## config.mk

```make
export PLATFORM = sky130hd
export DESIGN_NAME = tass_step
export DESIGN_NICKNAME = d
export VERILOG_FILES = /design/src/design/tass_pkg.sv /design/src/design/tass_step.sv
export SDC_FILE = /design/constraint.sdc
export NUM_CORES = 1
export LEC_CHECK = 0
export BUFFER_PORTS_ARGS = -buffer_cell sky130_fd_sc_hd__buf_2
export CAP_MARGIN = 20
export CELL_PAD_IN_SITES_DETAIL_PLACEMENT = 1
export CELL_PAD_IN_SITES_GLOBAL_PLACEMENT = 2
export CORE_ASPECT_RATIO = 2
export CORE_MARGIN = 10
export CORE_UTILIZATION = 20
export DETAILED_ROUTE_END_ITERATION = 8
export GPL_ROUTABILITY_DRIVEN = 1
export PLACE_DENSITY_LB_ADDON = 0.1
export REMOVE_ABC_BUFFERS = 1
export SYNTH_ARGS = -nofsm -noshare
export SYNTH_HDL_FRONTEND = slang
export SYNTH_SLANG_ARGS = --single-unit
```

## constraint.sdc

```tcl
create_clock -name vclk -period 2.32
set_clock_uncertainty 0.2 [all_clocks]
set_input_delay 0.116 -clock vclk [all_inputs]
set_output_delay 0.116 -clock vclk [all_outputs]
set_load 0.01 [all_outputs]
```

## src/design/tass_pkg.sv

```systemverilog
`default_nettype none

package tass_pkg;

   localparam int ROWS    = 8;
   localparam int COLUMNS = 8;

   localparam int CNT_W     = 3;
   localparam int LIMIT_W   = 20;
   localparam int SAMPLE_W  = 12;
   localparam int EVENT_W   = 3;
   localparam int PHASE_W   = 3;
   localparam int CSR_IDX_W = 2;
   localparam int CSR_DAT_W = 20;

   localparam logic [CNT_W-1:0]    ROW_LAST      = CNT_W'(ROWS - 1);
   localparam logic [CNT_W-1:0]    COLUMN_LAST   = CNT_W'(COLUMNS - 1);
   localparam logic [LIMIT_W-1:0]  TIMEOUT_RESET = LIMIT_W'(100000);
   localparam logic [SAMPLE_W-1:0] SAMPLE_MAX    = '1;

   localparam logic [CSR_IDX_W-1:0] REG_TIMEOUT_LIMIT = CSR_IDX_W'(0);
   localparam logic [CSR_IDX_W-1:0] REG_SAMPLE_OFFSET = CSR_IDX_W'(1);

   localparam logic [PHASE_W-1:0] PH_FRAME_LOW   = 3'd0;
   localparam logic [PHASE_W-1:0] PH_FRAME_HIGH  = 3'd1;
   localparam logic [PHASE_W-1:0] PH_CONFIRM     = 3'd2;
   localparam logic [PHASE_W-1:0] PH_CLOCK_START = 3'd3;
   localparam logic [PHASE_W-1:0] PH_CELL_LOW    = 3'd4;
   localparam logic [PHASE_W-1:0] PH_CELL_HIGH   = 3'd5;

   localparam logic [EVENT_W-1:0] EV_SAMPLE           = 3'd0;
   localparam logic [EVENT_W-1:0] EV_FRAME_STUCK_HIGH = 3'd1;
   localparam logic [EVENT_W-1:0] EV_FRAME_STUCK_LOW  = 3'd2;
   localparam logic [EVENT_W-1:0] EV_CLOCK_STUCK_HIGH = 3'd3;
   localparam logic [EVENT_W-1:0] EV_CLOCK_STUCK_LOW  = 3'd4;

   typedef struct packed {
      logic [PHASE_W-1:0] phase;
      logic [LIMIT_W-1:0] wait_count;
      logic [CNT_W-1:0]   row;
      logic [CNT_W-1:0]   column;
   } state_type;

   typedef struct packed {
      logic [LIMIT_W-1:0]         timeout_limit;
      logic signed [SAMPLE_W-1:0] sample_offset;
   } cfg_type;

   typedef struct packed {
      logic [EVENT_W-1:0]  event_res;
      logic [CNT_W-1:0]    row;
      logic [CNT_W-1:0]    column;
      logic [SAMPLE_W-1:0] value;
      logic                last_cell;
   } result_type;

endpackage

`default_nettype wire

```

## src/design/tass_step.sv

```systemverilog
`default_nettype none

module tass_step import tass_pkg::*; (
   input  state_type           cur,
   input  cfg_type             cfg,
   input  logic                frame_sync,
   input  logic                cell_clock,
   input  logic [SAMPLE_W-1:0] adc_sample,
   output state_type           nxt,
   output logic                emit,
   output result_type          res
);

   logic                       wait_hit;
   logic [LIMIT_W-1:0]         wait_inc;
   logic signed [SAMPLE_W+1:0] sum;
   logic [SAMPLE_W-1:0]        clamped;
   logic                       row_end;
   logic                       last;

   assign wait_hit = cur.wait_count >= cfg.timeout_limit;
   assign wait_inc = cur.wait_count + LIMIT_W'(1);
   assign sum      = $signed({2'b00, adc_sample})
                   + $signed({{2{cfg.sample_offset[SAMPLE_W-1]}}, cfg.sample_offset});
   assign row_end  = cur.row == ROW_LAST;
   assign last     = row_end && (cur.column == COLUMN_LAST);

   always_comb begin
      if (sum[SAMPLE_W+1]) begin
         clamped = '0;
      end else if (sum[SAMPLE_W]) begin
         clamped = SAMPLE_MAX;
      end else begin
         clamped = sum[SAMPLE_W-1:0];
      end
   end

   always_comb begin
      logic                 unmet;
      logic [EVENT_W-1:0]   err_code;
      logic [PHASE_W-1:0]   met_phase;
      unmet     = 1'b0;
      err_code  = EV_FRAME_STUCK_HIGH;
      met_phase = PH_FRAME_LOW;
      nxt       = cur;
      emit      = 1'b0;
      res       = '0;
      unique case (cur.phase)
         PH_FRAME_HIGH: begin
            unmet     = !frame_sync;
            err_code  = EV_FRAME_STUCK_LOW;
            met_phase = PH_CONFIRM;
         end
         PH_CONFIRM: begin
            nxt.wait_count = '0;
            if (frame_sync) begin
               nxt.phase = PH_CLOCK_START;
            end else begin
               nxt = '0;
            end
         end
         PH_CLOCK_START: begin
            unmet     = !cell_clock;
            err_code  = EV_CLOCK_STUCK_LOW;
            met_phase = PH_CELL_LOW;
         end
         PH_CELL_LOW: begin
            unmet     = cell_clock;
            err_code  = EV_CLOCK_STUCK_HIGH;
            met_phase = PH_CELL_HIGH;
         end
         PH_CELL_HIGH: begin
            unmet     = !cell_clock;
            err_code  = EV_CLOCK_STUCK_LOW;
            met_phase = PH_CELL_LOW;
         end
         default: begin
            unmet     = frame_sync;
            err_code  = EV_FRAME_STUCK_HIGH;
            met_phase = PH_FRAME_HIGH;
         end
      endcase

      if (cur.phase != PH_CONFIRM) begin
         if (unmet) begin
            nxt.phase = (cur.phase > PH_CELL_HIGH) ? PH_FRAME_LOW : cur.phase;
            if (wait_hit) begin
               nxt           = '0;
               emit          = 1'b1;
               res.event_res = err_code;
            end else begin
               nxt.wait_count = wait_inc;
            end
         end else begin
            nxt.phase      = met_phase;
            nxt.wait_count = '0;
            if (cur.phase == PH_CELL_HIGH) begin
               emit          = 1'b1;
               res.event_res = EV_SAMPLE;
               res.row       = cur.row;
               res.column    = cur.column;
               res.value     = clamped;
               res.last_cell = last;
               if (last) begin
                  nxt = '0;
               end else if (row_end) begin
                  nxt.row    = '0;
                  nxt.column = cur.column + CNT_W'(1);
               end else begin
                  nxt.row = cur.row + CNT_W'(1);
               end
            end
         end
      end
   end

endmodule

`default_nettype wire

```

-- Yosys cells after proc, flatten, opt, wreduce, memory -nomap -nowiden
Cells that the tools add are included.
- add/sub/neg operators: 4
- order comparisons: 2
- equality and inequality tests: 8
- multiplexer cells: 28
- reductions and logical operators: 4
- operators with widths (cell ; number):
    29-bit 2-to-1 mux ; 4
    19-bit 2-to-1 mux ; 2
    12-bit 2-to-1 mux ; 2
    23-bit 2-to-1 mux ; 1
    22-bit 2-to-1 mux ; 1
    20-bit by 1-bit adder with 20-bit output, second input constant ; 1
    20-bit >= comparator ; 1
    20-bit 2-to-1 mux ; 1
    3-bit 2-to-1 mux ; 6
    6-bit 2-to-1 mux ; 3
    13-bit by 12-bit adder with 14-bit output ; 1
    3-bit == test, second input constant ; 4
    3-bit one-hot mux with 4 select lines ; 1
    3-bit one-hot mux with 3 select lines ; 1
    3-bit by 1-bit adder with 3-bit output, second input constant ; 2
    3-bit by 2-bit == test with 1-bit output, second input constant ; 2
    1-bit 2-to-1 mux ; 4
    1-bit one-hot mux with 4 select lines ; 1
    3-bit by 1-bit == test with 1-bit output, second input constant ; 1
    3-bit > comparator, second input constant ; 1
    3-bit by 2-bit != test with 1-bit output, second input constant ; 1
    1-bit logical NOT ; 2
    2-bit 2-to-1 mux ; 1
    2-bit OR reduction ; 1
    1-bit logical AND ; 1
- bits in registers: 0
- input bits: 75
- output and inout bits: 52
- word-level logic and storage cells: 46

-- Longest topological paths before layout
Gate-level depths: netlist of the first run.
- word-level depth: 7
- depth in mapped cells: 10
- mapped depth without buffers: 9

-- Least setup slack after synthesis of the first run
OpenSTA, ideal clock, no wires.
- path type: input port to output port
- start point: input port cfg[0] (netlist bit)
- end point: output port res[10] (netlist bit)
- arrival: 2.154 ns
- data required time: 2.004 ns
- setup slack: -0.150 ns
- stages: 10
- path buffers: 1
- cell sequence: ha_1 -> fa_1 -> and2_1 -> o21ai_0 -> a21o_1 -> nand2_1 -> a41o_1 -> xor2_1 -> clkbuf_1 -> o21a_1
- RTL lines (element ; line ; text):
    from (decl) ; tass_step.sv:5 ; input cfg_type cfg,
    to (decl) ; tass_step.sv:11 ; output result_type res

==> metrics.md, run 1 <==
| Metric | Value |
|---|---|
| DRT Pass-1 Iters | 4 |
| Pleak | 2.033 nW |
| Synth Instances | 302 |
| Register area | 0 um2 |
| Worst EP required | 2.00 ns |
| PwrDens | 246.2 mW/mm2 |
| Total grt overflow | 0 |
| Port bufs | 127 |
| Most frequent cells in the layout | buf_2, buf_4, buf_6, nand2_1, ha_1 |
| Total track usage | 13.63% |
| Initial core utilization | 20.29% |
| Commonest non-fill, non-tap cell in the layout | buf_2 |
| Seq_cells | 0 |
| Period minus WS final | 2.538 ns |
| Final setup vio count | 37 |
| DR WL/cell | 17.05 um |
| Die area | 0.01484 mm2 |
| Largest net degree at the start of global routing | 15 |
| Startpoint types | primary input |
| Routed Antenna Nets | 0 |
| Run status | complete, but fails checks |
| First-pass GRT wire length | 16790 um |
| # DRC | 0 |
| CP max FO | 10 |
| Die width | 91.30 um |
| DP HPWL | 8897 um |
| Layout cell share with drive strength beyond 1 | 58.35% |
| Setup CP Type | in -> out |
| Cell Chain, Critical Path | buf_6, ha_4, fa_2, and2_4, o21ai_2, a21o_1, nand2_2, a41o_4, xor2_4, buf_12, o21a_1, buf_2 |
| Std cell rows | 52 |
| Library cells used by synthesis | 46 |
| Hold path depth | 4 |
| Chip height | 162.6 um |
| N_diodes | 0 |
| CP endpoint kind | primary output |
| Crit path largest cell delay | 0.35 ns |
| DRT Wirelength | 10780 um |
| Iteration-0 DRC Markers | 31 |
| Failing checks | negative setup slack |
| Layout area overhead | 111.6% |
| Final hold violations | 0 |
| Slew @ Worst Pin | 0.4793 ns |
| MaxCap Viol Count | 0 |
| Initial antenna violation count | 0 |
| Via count | 2918 |
| Pre-CTS WS | -1.023 ns |
| Syn_area_per_cell | 6.732 um2 |
| Maximum vdd drop | 0.00008433 V |
| Arr. time, crit path | 2.22 ns |
| Ports | 127 |
| Clock buf count | 0 |
| Post-synthesis sequential area ratio | 0% |
| Synthesized area | 0.002033 mm2 |
| Hold slack | 0.3775 ns |
| Yosys warnings | 0 |
| Final Cell Area | 0.004303 mm2 |
| Fillers | 1272 |
| Slew Limit Fails | 0 |
| Via density | 4.617 |
| GP Congestion | 0.7692 |
| Core area | 0.01002 mm2 |
| Hold Path Class | in -> out |
| Setup WS post-layout | -0.2176 ns |
| Fin Setup TNS | -5.150 ns |
| Period utilisation layout | 109.4% |
| Critical-path top delay cell | fa_2 |
| Fin nets | 613 |
| Fmax | 0.3941 GHz |
| Hold-fix buffers at CTS | 0 |
| Post-DP Area | 0.003223 mm2 |
| Relative slew slack | 67.80% |
| Vias in the first global route | 3326 |
| RSZ-0062 raised after global routing | yes |
-- cells in the mapped netlist (2+ instances only) --
cell,number,area (um2)
ha_1,38,475.5
nor2_1,38,142.6
inv_1,27,101.4
nand2_1,27,101.4
a21oi_1,18,90.09
xnor2_1,16,140.1
o21a_1,14,105.1
nand3_1,13,65.06
xor2_1,13,113.9
and3_1,12,75.07
nor3_1,8,40.04
a21o_1,6,45.04
nand2b_1,6,37.54
o21ai_0,6,30.03
clkbuf_1,5,18.77
nor2b_1,5,31.28
buf_2,4,20.02
nor3b_1,4,30.03
a211oi_1,3,22.52
a31oi_1,3,18.77
and2_1,3,18.77
nand4_1,3,18.77
o2bb2ai_1,3,26.28
a32o_1,2,20.02
mux2i_1,2,20.02
o211ai_1,2,15.01
o31ai_1,2,15.01
-- critical path, delay by kind of cell --
kind,cells,cell delay (ns)
buf+inv,3,0.38
simple gates,2,0.24
xor+xnor,1,0.19
fa+ha+maj,2,0.50
compound gates,4,0.78
-- power by group --
| group | leakage [nW] | switching, mW | internal, mW |
|---|---|---|---|
| Sequential | 0 | 0 | 0 |
| Combinational | 2.03 | 0.499 | 0.560 |
| Clock | 0 | 0 | 0 |
-- path summary, 6_finish.rpt --
path | start | endpoint
max | cfg[0] | res[12]
min | cur[6] | nxt[6]
-- cell type report --
cell class | instances | area (um2) | share of cell area [%]
inverter | 27 | 113.9 | 2.646
multi-input combinational | 265 | 2449 | 56.91
tap | 135 | 168.9 | 3.926
timing repair buffer | 205 | 1572 | 36.52
-- routing by layer --
layer	wire [um]	GRT usage, %
met1	3466	11.86
met2	6738	30.60
met3	425	2.031
met4	144	2.006
met5	0	0
-- timing repair --
| item | in CTS | in global routing |
|---|---|---|
| buffers inserted | 16 | 6 |
| gates resized for setup | 116 | 73 |
| pin swaps | 38 | 30 |
| gates cloned | 3 | 0 |
| endpoints found under the setup margin | 42 | 41 |
-- logic make-up after synthesis --
kind of cell | Yosys count | share of synthesized area [%]
and+or+nand+nor | 125 | 30.03
muxes | 2 | 0.9847
xor gates and xnor gates | 29 | 12.49
adders and majority gates | 39 | 24.37
AOI/OAI and AO/OA | 70 | 24.68
buffers and inverters | 37 | 7.446
-- through the flow --
stage / util [%] / cells / power, mW
after floorplan: - / 292 / 0.3459
after global placement: 32.17 / 612 / 0.7111
after detailed placement: 32.17 / 612 / 0.7220
after CTS: 40.28 / 631 / 0.9984
after global routing: 42.94 / 632 / 1.152
final: 42.94 / 632 / 1.059
Note: power is estimated with default switching activity, not from simulation.
==> run 2, diff against run 1 <==
--- a/config.mk
+++ b/config.mk
@@ -10,7 +10,6 @@
 export CELL_PAD_IN_SITES_DETAIL_PLACEMENT = 1
 export CELL_PAD_IN_SITES_GLOBAL_PLACEMENT = 2
 export CORE_ASPECT_RATIO = 2
-export CORE_MARGIN = 10
 export CORE_UTILIZATION = 20
 export DETAILED_ROUTE_END_ITERATION = 8
 export GPL_ROUTABILITY_DRIVEN = 1
==> constraint.sdc (replaced) <==
create_clock -name vclk -period 2.32
set_clock_uncertainty 0.2 [all_clocks]
set_input_delay 0.116 -clock vclk [all_inputs]
set_output_delay 0.116 -clock vclk [all_outputs]
set_load 0.005 [all_outputs]
==> metrics.md, run 2 (synthesis results as in run 1) <==
| Metric | Value |
|---|---|
| DRT Wirelength | 9758 um (-9.4%) |
| Largest net degree at the start of global routing | 13 (-2) |
| Core area | 0.009827 mm2 (-1.9%) |
| Startpoint types | primary input |
| Slew @ Worst Pin | 0.3182 ns (-0.1612 ns) |
| Vias in the first global route | 3229 (-2.9%) |
| Final hold violations | 0 (unchanged) |
| Die width | 73.30 um (-20%) |
| GP Congestion | 0.8492 (+10%) |
| Routed Antenna Nets | 0 (unchanged) |
| Critical-path top delay cell | fa_2 |
| Total track usage | 18.22% (+4.6 points) |
| Total grt overflow | 0 (unchanged) |
| Period minus WS final | 2.517 ns (-0.02025 ns) |
| Setup CP Type | in -> out |
| Via density | 4.716 (+2.1%) |
| DR WL/cell | 15.49 um (-9.2%) |
| Ports | 127 (unchanged) |
| Cell Chain, Critical Path | buf_6, ha_4, fa_2, and2_4, o21ai_2, a21o_1, nand2_2, a41o_1, xor2_4, buf_12, o21a_1, buf_2 |
| Layout cell share with drive strength beyond 1 | 58.84% (+0.49 points) |
| Layout area overhead | 105.1% |
| Port bufs | 127 (unchanged) |
| CP endpoint kind | primary output |
| Initial antenna violation count | 0 (unchanged) |
| Commonest non-fill, non-tap cell in the layout | buf_2 |
| Worst EP required | 2.00 ns (about the same) |
| Non-filler cells, final | 630 (-0.32%) |
| Period utilisation layout | 108.5% (-0.87 points) |
| Fmax | 0.3972 GHz (+0.80%) |
| CP max FO | 10 (unchanged) |
| Chip height | 144.6 um (-11%) |
| Std cell rows | 51 (-1.9%) |
| Fin nets | 614 (+0.16%) |
| MaxCap Viol Count | 0 (unchanged) |
| Slew Limit Fails | 0 (unchanged) |
| Crit path largest cell delay | 0.34 ns (about the same) |
| Inst Count DP | 614 (+0.33%) |
| First-pass GRT wire length | 15240 um (-9.3%) |
| DRT Pass-1 Iters | 4 (unchanged) |
| Pleak | 2.028 nW (-0.27%) |
| Final setup vio count | 38 (+2.7%) |
| Clock buf count | 0 (unchanged) |
| Failing checks | negative setup slack |
| Arr. time, crit path | 2.20 ns (-0.02 ns) |
| Hold Path Class | in -> out |
| Maximum vdd drop | 0.00008292 V (-1.7%) |
| Via count | 2971 (+1.8%) |
| Hold path depth | 3 (-1) |
| Multi-input logic area | 0.002454 mm2 (+0.20%) |
| Run status | complete, but fails checks |
| Most frequent cells in the layout | buf_2, buf_4, nand2_1, nor2_4 |
| PwrDens | 235.1 mW/mm2 (-4.5%) |
| Hold slack | 0.3747 ns (-0.002741 ns) |
| Hold-fix buffers at CTS | 0 (unchanged) |
| Total Power | 980.3 uW (-7.5%) |
| Initial core utilization | 20.69% (+0.40 points) |
| Setup WS post-layout | -0.1973 ns (+0.02025 ns) |
| Register area | 0 um2 (unchanged) |
| RSZ-0062 raised after global routing | yes |
| Relative slew slack | 78.59% (+11 points) |
| Die area | 0.01060 mm2 (-29%) |
| Fillers | 1273 (+0.079%) |
| Seq_cells | 0 (unchanged) |
| # DRC | 0 (unchanged) |
| N_diodes | 0 (unchanged) |
| Iteration-0 DRC Markers | 34 (+9.7%) |
| DP HPWL | 7692 um (-14%) |
-- run 2: what timing repair did --
item	4_1_cts	5_1_grt
resized for setup	95	54
pin swaps	42	23
setup buffers	10	3
setup endpoints to repair	41	44
cloned	4	0
-- run 2: routing by layer --
| layer | global-route usage [%] | vias to the layer above | part of all wire, % |
|---|---|---|---|
| met5 | 0 | - | 0 |
| met4 | 0.3036 | 0 | 0 |
| met3 | 0.9756 | 0 | 3.1 |
| met2 | 42.84 | 71 | 66 |
| met1 | 16.28 | 1440 | 31 |
| li1 | - | 1460 | - |
-- run 2: area by class of cell --
cell class                      instances  area share [%]
Multi-Input combinational cell        265           58.84
Timing Repair Buffer                  206           34.53
Tap cell                              132           3.960
Inverter                               27           2.670
-- run 2: worst paths after layout --
check             slack [ns]      end    from
setup / recovery       -0.20  res[12]  cfg[0]
hold / removal          0.37   nxt[1]  cur[1]
-- run 2: through the flow --
stage                     setup WS, ns  instance area (um2)  util [%]  setup TNS (ns)
after detailed placement        -1.025                 3269     33.27          -19.84
after global placement         -0.9715                 3269     33.27          -18.66
after global routing           -0.2679                 4170     42.44          -7.132
final                          -0.1973                 4170     42.44          -4.340
after CTS                      -0.2213                 3906     39.75          -5.962
after floorplan                -0.1746                 1983         -          -2.082
-- run 2: where the power goes --
| part | switching [mW] | internal (mW) |
|---|---|---|
| clock | 0 | 0 |
| combinational | 0.457 | 0.523 |
| sequential | 0 | 0 |
-- run 2: worst max-delay path, delay by kind of cell --
kind / cells / cell delay [ns]
xor gates and xnor gates: 1 / 0.18
adders and majority gates: 2 / 0.50
and+or+nand+nor: 2 / 0.25
AOI/OAI and AO/OA: 4 / 0.78
buffers and inverters: 3 / 0.37
==> run 3, diff against run 2 <==
--- a/config.mk
+++ b/config.mk
@@ -7,13 +7,11 @@
 export LEC_CHECK = 0
 export BUFFER_PORTS_ARGS = -buffer_cell sky130_fd_sc_hd__buf_2
 export CAP_MARGIN = 20
-export CELL_PAD_IN_SITES_DETAIL_PLACEMENT = 1
-export CELL_PAD_IN_SITES_GLOBAL_PLACEMENT = 2
 export CORE_ASPECT_RATIO = 2
-export CORE_UTILIZATION = 20
+export CORE_UTILIZATION = 41
 export DETAILED_ROUTE_END_ITERATION = 8
 export GPL_ROUTABILITY_DRIVEN = 1
-export PLACE_DENSITY_LB_ADDON = 0.1
+export PLACE_DENSITY = 0.8
 export REMOVE_ABC_BUFFERS = 1
 export SYNTH_ARGS = -nofsm -noshare
 export SYNTH_HDL_FRONTEND = slang
==> constraint.sdc (replaced) <==
create_clock -name vclk -period 2.24
set_clock_uncertainty 0.2 [all_clocks]
set_input_delay 0.112 -clock vclk [all_inputs]
set_output_delay 0.112 -clock vclk [all_outputs]
set_load 0.005 [all_outputs]
==> metrics.md, run 3 (synthesis results as in run 1) <==
| Metric | Value |
|---|---|
| Failing checks | negative setup slack |
| Period utilisation layout | 113.9% |
| Slew Limit Fails | 0 (unchanged) |
| Via density | 5.707 (+21%) |
| Final hold violations | 0 (unchanged) |
| Fmax | 0.3919 GHz |
| Setup CP Type | in -> out |
| Maximum vdd drop | 0.0001772 V (+110%) |
| Crit path largest cell delay | 0.34 ns (about the same) |
| Layout cell share with drive strength beyond 1 | 53.59% (-5.2 points) |
| Total grt overflow | 0 (unchanged) |
| Chip height | 101.6 um (-30%) |
| CP max FO | 5 (-5) |
| Run status | complete, but fails checks |
| Startpoint types | primary input |
| CP endpoint kind | primary output |
| Pre-CTS WS | -0.8602 ns (+0.1647 ns) |
| Initial antenna violation count | 0 (unchanged) |
| Total track usage | 29.32% (+11 points) |
| Hold Path Class | in -> out |
| First-pass GRT wire length | 12190 um (-20%) |
| Worst EP required | 1.93 ns (-0.07 ns) |
| Die area | 0.005262 mm2 (-50%) |
| Fin nets | 603 (-1.8%) |
| MaxCap Viol Count | 0 (unchanged) |
| Routed Antenna Nets | 0 (unchanged) |
| Non-filler cells, final | 542 (-14%) |
| Register area | 0 um2 (unchanged) |
| Ports | 127 (unchanged) |
| Hold-fix buffers at CTS | 0 (unchanged) |
| Seq_cells | 0 (unchanged) |
| Largest net degree at the start of global routing | 15 (+2) |
| Core area | 0.004686 mm2 (-52%) |
| DR WL/cell | 16.86 um (+8.9%) |
| Vias in the first global route | 3007 (-6.9%) |
| RSZ-0062 raised after global routing | yes |
| DP HPWL | 5852 um (-24%) |
| Most frequent cells in the layout | buf_2, buf_4, nand2_1, ha_1, inv_1 |
| Fillers | 305 (-76%) |
| # DRC | 0 (unchanged) |
| Clock buf count | 0 (unchanged) |
| N_diodes | 0 (unchanged) |
| Period minus WS final | 2.552 ns |
| Relative slew slack | 68.16% (-10 points) |
| Iteration-0 DRC Markers | 107 (+210%) |
| Layout area overhead | 84.74% |
| DRT Pass-1 Iters | 4 (unchanged) |
| Cell Chain, Critical Path | buf_6, ha_4, fa_2, and2_4, o21ai_2, a21o_1, nand2_1, a41o_1, xor2_4, clkbuf_16, o21a_1, buf_2 |
| Pleak | 1.945 nW (-4.1%) |
| Std cell rows | 35 (-31%) |
| Commonest non-fill, non-tap cell in the layout | buf_2 |
| Setup WS post-layout | -0.3116 ns (-0.1143 ns) |
| Via count | 3093 (+4.1%) |
| GP Congestion | 0.8300 (-2.3%) |
| Slew @ Worst Pin | 0.4740 ns (+0.1558 ns) |
| Critical-path top delay cell | fa_2 |
| Initial core utilization | 43.39% (+23 points) |
| Inst Count DP | 527 (-14%) |
| Arr. time, crit path | 2.24 ns (+0.04 ns) |
| DRT Wirelength | 9140 um (-6.3%) |
| Buf/Inv on CP | 3 (unchanged) |
| Final setup vio count | 38 (unchanged) |
| Port bufs | 127 (unchanged) |
| Die width | 51.80 um (-29%) |
| Worst path top cell family by delay | compound AO/OA/AOI/OAI gates |
| PwrDens | 254.2 mW/mm2 (+8.1%) |
| Total Power | 954.7 uW (-2.6%) |
[run 3: cell count changes in the layout (fill, tap and decap cells not counted), moves of 3 or more]
cell / change
buf_2: +6
buf_4: -7
buf_6: -8
ha_1: +9
ha_4: -8
inv_1: +3
nor2_2: +7
nor2_4: -9
[run 3: power by group]
group / internal, mW / switching, mW / leakage (nW)
registers: 0 / 0 / 0
logic: 0.491 / 0.464 / 1.95
clock network: 0 / 0 / 0
[run 3: metrics by stage]
stage / instance area (um2) / hold slack (ns) / utilization [%] / TNS, ns
3_3_place_gp: 3085 / 0.3570 / 65.85 / -13.56
6_report: 3756 / 0.3675 / 80.16 / -8.744
3_5_place_dp: 3085 / 0.3642 / 65.85 / -17.12
2_1_floorplan: 1983 / 0.05510 / - / -2.947
4_1_cts: 3471 / 0.3637 / 74.07 / -9.034
5_1_grt: 3756 / 0.3734 / 80.16 / -11.00
[run 3: worst paths after layout]
path,slack [ns],startpoint,cells past startpoint,endpoint
worst max-delay path,-0.31,adc_sample[0],12,res[2]
worst min-delay path,0.37,cur[1],3,nxt[1]
[run 3: layout make-up]
type,instances,area (um2),area share (%)
Multi-Input combinational cell,265,2288,60.93
Tap cell,55,68.82,1.832
Timing Repair Buffer,195,1292,34.41
Inverter,27,106.4,2.831
[run 3: tightest hold or removal path: stages]
cell       delay (ns)
buf_2            0.11
o2bb2ai_1        0.11
buf_2            0.12
[run 3: per-layer routing]
layer | track usage (%) | wire length [um] | share of wire [%] | up-vias
met3 | 3.904 | 705 | 7.7 | 44
met1 | 24.60 | 2841 | 31 | 1412
li1 | - | - | - | 1446
met5 | 0 | 0 | 0 | -
met4 | 10.81 | 460 | 5.0 | 0
met2 | 63.24 | 5133 | 56 | 191
[run 3: repair_timing]
item | CTS | global route
resized for setup | 50 | 56
setup endpoints to repair | 40 | 42
hold endpoints to repair | 0 | 0
buffers inserted | 5 | 7
cloned | 3 | 2
pin swaps | 31 | 38
